$ cat src/hdl/lslf_pkg.sv
`timescale 1ns / 1ps
`default_nettype none
package lslf_pkg;

  // Operation codes of an input transaction
  localparam logic [1:0] OP_ADD   = 2'd0;
  localparam logic [1:0] OP_PRED  = 2'd1;
  localparam logic [1:0] OP_CLEAR = 2'd2;

  // Result status codes
  localparam logic [1:0] ST_OK     = 2'd0;
  localparam logic [1:0] ST_NOSAMP = 2'd1;
  localparam logic [1:0] ST_SPREAD = 2'd2;
  localparam logic [1:0] ST_FULL   = 2'd3;

  // Width of a fixed-point result field
  localparam int OUT_W = 48;

  typedef struct packed {
    logic [1:0]         operation;
    logic signed [15:0] x_value;
    logic signed [15:0] y_value;
  } in_item_t;

  typedef struct packed {
    logic signed [OUT_W-1:0] prediction;
    logic signed [OUT_W-1:0] slope_out;
    logic signed [OUT_W-1:0] intercept_out;
    logic [1:0]              status;
  } out_item_t;

  typedef enum logic [1:0] {
    CMD_ADD,
    CMD_PRED,
    CMD_CLEAR,
    CMD_NOP
  } cmd_kind_t;

  typedef struct packed {
    cmd_kind_t          kind;
    logic signed [15:0] x;
    logic signed [15:0] y;
  } cmd_t;

  typedef enum logic [2:0] {
    B_IDLE,
    B_MSTART,
    B_MWAIT,
    B_DSTART,
    B_DWAIT,
    B_EMIT
  } back_state_t;

endpackage
`default_nettype wire

$ cat src/hdl/lslf_front.sv
`timescale 1ns / 1ps
`default_nettype none
module lslf_front (
  input  wire logic              clk,
  input  wire logic              rst_n,
  input  wire logic              in_push,
  input  wire lslf_pkg::in_item_t in_item,
  output logic                   in_full,
  output logic                   cmd_valid,
  output lslf_pkg::cmd_t         cmd,
  input  wire logic              cmd_pop
);
  import lslf_pkg::*;

  cmd_t       q_r [2];
  logic       wr_ptr_r, wr_ptr_nxt;
  logic       rd_ptr_r, rd_ptr_nxt;
  logic [1:0] cnt_r, cnt_nxt;
  cmd_t       cls;
  logic       do_push, do_pop;

  // Classify the incoming transaction
  always_comb begin
    cls.x = in_item.x_value;
    cls.y = in_item.y_value;
    case (in_item.operation)
      OP_ADD:   cls.kind = CMD_ADD;
      OP_PRED:  cls.kind = CMD_PRED;
      OP_CLEAR: cls.kind = CMD_CLEAR;
      default:  cls.kind = CMD_NOP;
    endcase
  end

  assign in_full   = (cnt_r == 2'd2);
  assign cmd_valid = (cnt_r != 2'd0);
  assign cmd       = q_r[rd_ptr_r];
  assign do_push   = in_push && !in_full;
  assign do_pop    = cmd_pop && cmd_valid;

  // Advance queue pointers
  always_comb begin
    wr_ptr_nxt = do_push ? ~wr_ptr_r : wr_ptr_r;
    rd_ptr_nxt = do_pop ? ~rd_ptr_r : rd_ptr_r;
    cnt_nxt    = cnt_r + {1'b0, do_push} - {1'b0, do_pop};
  end

  always_ff @(posedge clk) begin
    if (!rst_n) begin
      wr_ptr_r <= 1'b0;
      rd_ptr_r <= 1'b0;
      cnt_r    <= 2'd0;
    end else begin
      wr_ptr_r <= wr_ptr_nxt;
      rd_ptr_r <= rd_ptr_nxt;
      cnt_r    <= cnt_nxt;
    end
  end

  // Hold queue entries
  always_ff @(posedge clk) begin
    if (do_push) begin
      q_r[wr_ptr_r] <= cls;
    end
  end

endmodule
`default_nettype wire

$ cat config.mk
export PLATFORM = sky130hd
export DESIGN_NAME = lslf_front
export DESIGN_NICKNAME = d
export VERILOG_FILES = /design/src/hdl/lslf_pkg.sv /design/src/hdl/lslf_front.sv
export SDC_FILE = /design/constraint.sdc
export NUM_CORES = 1
export LEC_CHECK = 0
export BUFFER_PORTS_ARGS = -buffer_cell sky130_fd_sc_hd__buf_2
export CAP_MARGIN = 20
export CORE_MARGIN = 1
export CORE_UTILIZATION = 45
export CTS_BUF_LIST = sky130_fd_sc_hd__clkbuf_4 sky130_fd_sc_hd__clkbuf_8
export DETAILED_ROUTE_END_ITERATION = 8
export GPL_TIMING_DRIVEN = 0
export PLACE_DENSITY_LB_ADDON = 0.05
export SYNTH_ARGS = -nofsm -noshare
export SYNTH_HDL_FRONTEND = slang
export SYNTH_SLANG_ARGS = --single-unit
$ cat constraint.sdc
create_clock -name clk -period 6.9 [get_ports clk]
set_input_delay 0.345 -clock clk [delete_from_list [all_inputs] [get_ports clk]]
set_output_delay 0.345 -clock clk [all_outputs]
set_load 0.02 [all_outputs]
# [Yosys cells after proc, flatten, opt, wreduce, memory -nomap -nowiden]
# Memories as Yosys holds them, arrays and structs flattened. A register that Yosys moved wholly into a read port is not among the register bits.
# Index checks and enable logic that the tools add are counted.
[totals] regBits=4 mem_bits_rw=68 input_bits=38 out_inout_bits=36 word_cells=21 n_memories=1
[classes] add_sub_neg=2 n_eq_ne=3 muxes=5 bitwise=2 n_reduce_logical=5
[memory_table] memory="q_r" depth=2 word_bits=34 read_ports=1 rd_clocked_by_memory_dff=1 wr=1 line_no="lslf_front.sv:15" rtl="cmd_t q_r [2];"
[ops] op="case mux 2 bit (3 select lines)" n=1
[ops] op="equality test 2 bit (second input constant)" n=2
[ops] op="2-to-1 mux 1 bit" n=4
[ops] op="adder 2 x 1 -> 2 bit" n=1
[ops] op="equality test 2 x 1 -> 1 bit (second input constant)" n=1
[ops] op="logical AND 1 bit" n=2
[ops] op="logical NOT 2 bit" n=1
[ops] op="inverter 1 bit" n=2
[ops] op="nonzero test 2 bit" n=1
[ops] op="subtractor 2 x 1 -> 2 bit" n=1
[ops] op="logical NOT 1 bit" n=1

# [Logic depth before layout (Yosys ltp)]
# Gate-level depths: netlist of run 1.
[depth] ltp_word=5 depth_mapped=8

# [Worst setup path before layout of run 1]
# Ideal clock, no wire load.
[synth_timing] kind="flip-flop to flip-flop" start="register cnt_r[0]" end="memory q_r[0][0] in the netlist's numbering (enable)" setup_ns=0.425 arrival_ns=2.017 required_time_ns=6.475 slack_ns=4.458 path_stages_with_launch=4 path_buffers=0 cell_sequence="dfxtp_1 -> nand2b_1 -> nand2_1 -> nor2_1"
[synth_via] elab_chain_cells=5
[synth_lines] item="from (decl)" line_no="lslf_front.sv:18" rtl="logic [1:0] cnt_r, cnt_nxt;"
[synth_lines] item="from (signal assigned)" line_no="lslf_front.sv:55" rtl="cnt_r <= cnt_nxt;"
[synth_lines] item="equality test 2 bit" line_no="lslf_front.sv:34" rtl="assign in_full = (cnt_r == 2'd2);"
[synth_lines] item="logical NOT 1 bit" line_no="lslf_front.sv:37" rtl="assign do_push = in_push && !in_full;"
[synth_lines] item="logical AND 1 bit" line_no="lslf_front.sv:37"
[synth_lines] item="2-to-1 mux 1 bit" line_no="lslf_front.sv:61" rtl="if (do_push) begin"
[synth_lines] item="2-to-1 mux 1 bit (implied by the code)" line_no="lslf_front.sv:62" rtl="q_r[wr_ptr_r] <= cls;"
[synth_lines] item="to (decl)" line_no="lslf_front.sv:15"
# Every way passes these cells.

==> results.py, run 1 <==
metrics = {
    "status": {
        "outcome": "complete, no violations",
    },
    "power_and_ir_drop": {
        "max-vdd-ir-drop_mv": 0.261,
        "swShare": 0.297,
        "power_frac_clock": 0.222,
        "combPwrFrac": 0.347,
        "power.internal_mw": 0.973,
        "p_sw_mw": 0.411,
        "power_density_mw_per_mm2": 393,
        "fin_total_pwr_mw": 1.38,
        "seqPwrFrac": 0.431,
        "leakage_nw": 1.42,
    },
    "worst_setup_path": {
        "cp_slowest_cell": "dfxtp_1",
        "cp-end-kind": "output pin",
        "slowest_delay_ns": 0.32,
        "r2r_slack_ns": 5.19,
        "path_max_fanout": 10,
        "start_kind": "flip-flop",
        "cp.arrival_ns": 1.44,
        "critical_path_class": "flip-flop to output pin",
        "r2r_end": "cnt_r[1]",
        "r2r_cells": 8,
        "path_cells": "buf_6 > buf_12 > mux2_4 > buf_2",
        "cp.required_ns": 6.55,
        "r2r-start": "cnt_r[0]",
    },
    "yosys": {
        "synth.distinct_cells": 20,
        "synth_nets": 175,
        "synthesis.area_mm2": 0.00285,
        "syn_inst": 135,
        "ys_seq_elements": 73,
        "synth.avg_cell_area_um2": 21.1,
        "yosys_warnings": 0,
        "synth_seq_area_share": 0.751,
    },
    "route": {
        "routed_via_density": 4.70,
        "drt_iter0_markers": 64,
        "wl_per_cell_um": 14.4,
        "antenna_left": 0,
        "drt_first_pass_iters": 4,
        "post-route-drc-count": 0,
        "wl_um": 4270,
        "vias": 1395,
    },
    "clocking": {
        "clk_latency_ns": 0.32,
        "cts_setup_buffers": 0,
        "cts_made_buffers": 9,
        "h-tree-depth": 3,
        "ctsResizeCount": 0,
        "cts_sinks": 73,
        "cts_hold_buf": 0,
        "cts_tree": "done",
        "root_buffer": "clkbuf_8",
        "clk_pin_slew_worst_paths_ns": 0.07,
        "cts.path.max_buffers": 2,
    },
    "sta": {
        "slew_viol_final": 0,
        "slew_headroom": 0.468,
        "grt_setup_unrepaired": "no",
        "setup_viol": 0,
        "tns_ns": 0,
        "finalCritPeriodShare": 0.258,
        "fmax_ghz": 0.562,
        "tightest_slew_ns": 0.797,
        "fin_crit_ns": 1.78,
        "fin_skew_ns": 0.00448,
        "finalHoldViolCount": 0,
    },
    "final_layout": {
        "layout_commonest_cell": "buf_2",
        "finalNetCount": 258,
        "area_delta_synth_final_pct": 23.5,
        "layout_common_cells": "buf_2 (71), edfxtp_1 (68), mux2_4 (30)",
        "drive_gt1_frac": 0.577,
        "post-route-util": 0.585,
        "antenna_cells": 0,
        "fillCellCount": 479,
    },
    "place": {
        "place_congestion": 0.693,
        "port-buffer-count": 71,
        "hpwl_um": 2990,
    },
    "die": {
        "die-area_mm2": 0.00666,
        "die_h_um": 81.6,
        "io_pins": 74,
        "core_mm2": 0.00603,
        "rows": 28,
        "start_util": 0.473,
        "dieWidth_um": 81.6,
    },
    "global_routing": {
        "grt_first_pass_wirelength_um": 6420,
        "grt_overflow_total": 0,
        "grt_pass1_vias": 1421,
        "grt_max_degree": 35,
        "grtUsageTotal": 0.137,
        "antenna_found_initial": 0,
    },
    "worst_hold_path": {
        "min_path_cells": 1,
        "worstHoldEndpoint": "q_r[0][10]",
        "min-delay-start": "in_item[10]",
        "hp-class": "primary input to flip-flop",
    },
    "run": {
        "maxCapViolations": 0,
    },
}
## critical path: cells and delay by family (launching register included)
kind	cells	cell delay, ns
DFF	1	0.32
buffers and inverters	3	0.48
muxes	1	0.31
## flip-flops by register name, summed over array words and instances (netlist names), named ones only
name,count
q_r,68
cnt_r,2
rd_ptr_r,1
wr_ptr_r,1
## area by class of cell
type / instances / area (um^2) / area share
inverters: 3 / 11.3 / 0.00320
well taps: 75 / 93.8 / 0.0266
plain buffers: 6 / 78.8 / 0.0224
clock inverters: 4 / 45.0 / 0.0128
flip-flops and latches: 73 / 2140 / 0.608
repair buffers: 72 / 383 / 0.109
multi-input cells: 53 / 629 / 0.179
clock buffers: 11 / 139 / 0.0394
## cell usage after synthesis
cell type / count / area (um^2)
mux2_2: 4 / 45.0
xnor2_1: 1 / 8.76
and2_1: 2 / 12.5
edfxtp_1: 68 / 2040
xor2_1: 1 / 8.76
nand2b_1: 2 / 12.5
buf_6: 1 / 11.3
mux2i_1: 1 / 10.0
dfxtp_1: 5 / 100
clkbuf_1: 2 / 7.51
nand2_1: 2 / 7.51
nor3_1: 1 / 5.00
o21a_1: 1 / 7.51
and3_1: 1 / 6.26
inv_1: 3 / 11.3
nor2_1: 4 / 15.0
buf_12: 3 / 60.1
or2_2: 1 / 6.26
ha_1: 2 / 25.0
mux2_4: 30 / 450
## worst max-delay path by stage
stage	endpoint	slack [ns]	cells after the start
5_1_grt	cnt_r[1]	5.01	8
4_1_cts	cmd[4]	5.10	4
6_report	cmd[4]	5.12	4
3_5_place_dp	cnt_r[1]	5.20	8
2_1_floorplan	q_r[0][0]	4.46	3
3_3_place_gp	q_r[0][24]	3.70	3
## power by group through the flow
stage                     Clock (mW)  Sequential, mW  Combinational [mW]
after floorplan                    0           0.600               0.359
after global placement             0           0.604               0.466
after detailed placement           0           0.607               0.489
after CTS                      0.316           0.597               0.490
after global routing           0.333           0.602               0.518
final                          0.307           0.596               0.480
## per-layer routing
metal	global-route usage	share of wire	routed length, um	vias to the layer above
met4	0.0895	0.019	81	0
li1	-	-	-	679
met3	0.0389	0.065	276	10
met1	0.141	0.37	1600	659
met5	0	0	0	-
met2	0.243	0.54	2310	47
## stage by stage
step | setup WS (ns) | hold WS, ns | std cells | instance area [um^2]
after floorplan | 4.46 | 0.444 | 135 | 2850
after global placement | 3.70 | 0.463 | 281 | 3300
after detailed placement | 5.20 | 0.515 | 282 | 3340
after CTS | 5.10 | 0.187 | 297 | 3520
after global routing | 5.01 | 0.182 | 297 | 3520
final | 5.12 | 0.206 | 297 | 3520
## cell families (layout without fill, tap and decap cells)
group                      count (synthesis)  in the layout  synth area share
AOI/OAI and AO/OA                          1              1           0.00263
and+or+nand+nor                           13             13            0.0228
adders and majority gates                  2              2           0.00877
muxes                                     35             35             0.177
buffers and inverters                      9             96            0.0316
DFF                                       73             73             0.751
xor gates and xnor gates                   2              2           0.00614
Note: power is estimated with default switching activity, not from simulation.
==> run 2: changes to the inputs <==
==> constraint.sdc (replaced) <==
create_clock -name clk -period 1.5 [get_ports clk]
set_input_delay 0.075 -clock clk [delete_from_list [all_inputs] [get_ports clk]]
set_output_delay 0.075 -clock clk [all_outputs]
set_load 0.02 [all_outputs]
==> run 2 against run 1 <==
- the flow now finishes with violations (negative setup slack)
- clock power grew to 4.6 times the previous value
- critical path type is now flip-flop to flip-flop
- combinational power grew to 6.3 times the previous value
- utilization is 12 points higher
- critical path depth is 4 higher
- highest routed layer unchanged
- count of clock-buffer cells in the layout is 2 lower
- cell count is 15% higher
- sequential share of layout area is 9.9 points lower
- non-clock buffer count is 42 higher
- clock skew is 0.0030 ns higher
==> results.py, run 2 (synthesized netlist as in run 1, its figures left out) <==
metrics = {
    "status": {
        "outcome": "complete, but fails checks",
        "violations": "negative setup slack",
    },
    "global_routing": {
        "grtUsageTotal": 0.158,
        "grt_overflow_total": 0,
        "grt_pass1_vias": 1626,
        "antenna_found_initial": 0,
        "grt_first_pass_wirelength_um": 7360,
        "grt_max_degree": 35,
    },
    "worst_setup_path": {
        "cp.arrival_ns": 1.83,
        "cp.required_ns": 1.75,
        "path_max_fanout": 4,
        "critical_path_class": "flip-flop to flip-flop",
        "cp_slowest_cell": "dfxtp_4",
        "slowest_delay_ns": 0.38,
        "cp-end-kind": "flip-flop",
        "start_kind": "flip-flop",
        "path_cells": "nand2b_4 > nand2_8 > ha_4 > inv_4 > ha_4 > xor2_2 > and2_4 > nor3_2",
        "path_common_cell": "ha_4",
    },
    "final_layout": {
        "layout_commonest_cell": "edfxtp_1",
        "layout.cells.non_filler": 341,
        "top_register": "q_r",
        "drive_gt1_frac": 0.553,
        "area_delta_synth_final_pct": 48.1,
        "layout_common_cells": "edfxtp_1 (68), buf_2 (45), dlygate4sd3_1 (35)",
        "reg_top3": "q_r x68, cnt_r x2",
        "finalNetCount": 301,
        "largest_reg_flops": 68,
        "post-route-util": 0.701,
        "antenna_cells": 0,
    },
    "die": {
        "core_mm2": 0.00603,
        "io_pins": 74,
        "rows": 28,
        "dieWidth_um": 81.6,
        "start_util": 0.473,
        "die-area_mm2": 0.00666,
        "die_h_um": 81.6,
    },
    "clocking": {
        "clk_latency_ns": 0.33,
        "cts_made_buffers": 9,
        "cts_sinks": 73,
        "clk_pin_slew_worst_paths_ns": 0.07,
        "cts_tree": "done",
        "cts.path.max_buffers": 2,
        "h-tree-depth": 3,
        "root_buffer": "clkbuf_8",
    },
    "sta": {
        "slew_viol_final": 0,
        "layout_setup_ws_ns": -0.0854,
        "setup_viol": 72,
        "finalCritPeriodShare": 1.06,
        "grt_setup_unrepaired": "yes",
        "finalHoldViolCount": 0,
        "fin_crit_ns": 1.59,
        "fin_skew_ns": 0.00750,
        "fmax_ghz": 0.631,
        "tightest_slew_ns": 0.539,
        "slew_headroom": 0.640,
    },
    "route": {
        "wl_um": 5000,
        "drt_iter0_markers": 79,
        "drt_first_pass_iters": 4,
        "vias": 1560,
        "antenna_left": 0,
        "wl_per_cell_um": 14.7,
        "post-route-drc-count": 0,
        "routed_via_density": 4.57,
    },
    "place": {
        "port-buffer-count": 71,
        "hpwl_um": 2850,
        "placed_cells": 281,
        "place_congestion": 0.659,
    },
    "run": {
        "maxCapViolations": 0,
    },
    "worst_hold_path": {
        "hp-class": "primary input to flip-flop",
    },
    "power_and_ir_drop": {
        "max-vdd-ir-drop_mv": 0.901,
        "power_density_mw_per_mm2": 1710,
        "leakage_nw": 1.68,
    },
}
run 2: path summary, 6_finish.rpt:
path	from	endpoint	slack (ns)	cells past startpoint
setup / recovery	cnt_r[0]	cnt_r[1]	-0.09	8
setup reg to reg	cnt_r[0]	cnt_r[1]	-0.09	8
hold reg to reg	rd_ptr_r	flip-flop	0.54	2
hold / removal	cmd_pop	flip-flop	0.16	4
run 2: where the power goes:
group	internal [mW]	switching, mW
clock network	0.751	0.669
registers	2.65	0.143
logic	1.66	1.34
total	5.06	2.15
run 2: repair_timing:
item	4_1_cts	5_1_grt
cloned	3	1
setup endpoints to repair	99	68
hold buffers	35	0
endpoints found under the hold margin	69	0
setup buffers	3	3
gates resized for setup	27	46
pin swaps	1	4
run 2: critical path, delay by kind of cell, from the launching register on:
kind / cells / cell delay [ns]
xor+xnor: 1 / 0.14
fa+ha+maj: 2 / 0.42
buf+inv: 1 / 0.03
flops: 1 / 0.38
simple gates: 4 / 0.53
run 2: area by class of cell:
type | instances | area [um^2]
repair buffers | 114 | 978
multi-input cells | 54 | 716
inverters | 3 | 13.8
clock buffers | 9 | 124
flip-flops and latches | 73 | 2150
plain buffers | 6 | 87.6
fillers | 387 | 1800
clock inverters | 7 | 61.3
well taps | 75 | 93.8
run 2: layer usage:
layer,share of wire,track usage,up-vias
met4,0.0094,0.0789,0
met1,0.38,0.152,741
met2,0.57,0.309,45
li1,-,-,768
met3,0.036,0.0356,6
met5,0,0,-
run 2: per-stage QoR:
step / total power [mW] / area, um^2 / hold slack (ns) / setup TNS (ns) / setup WS, ns
finish: 7.21 / 4230 / 0.165 / -1.80 / -0.0854
global route: 7.55 / 4230 / 0.190 / -8.02 / -0.156
CTS: 6.91 / 4050 / 0.103 / -0.818 / -0.0992
detailed placement: 5.01 / 3320 / 0.266 / -14.44 / -0.287
global placement: 4.93 / 3320 / 0.262 / -9.75 / -0.216
floorplan: 4.44 / 2870 / 0.174 / 0 / 0.0172
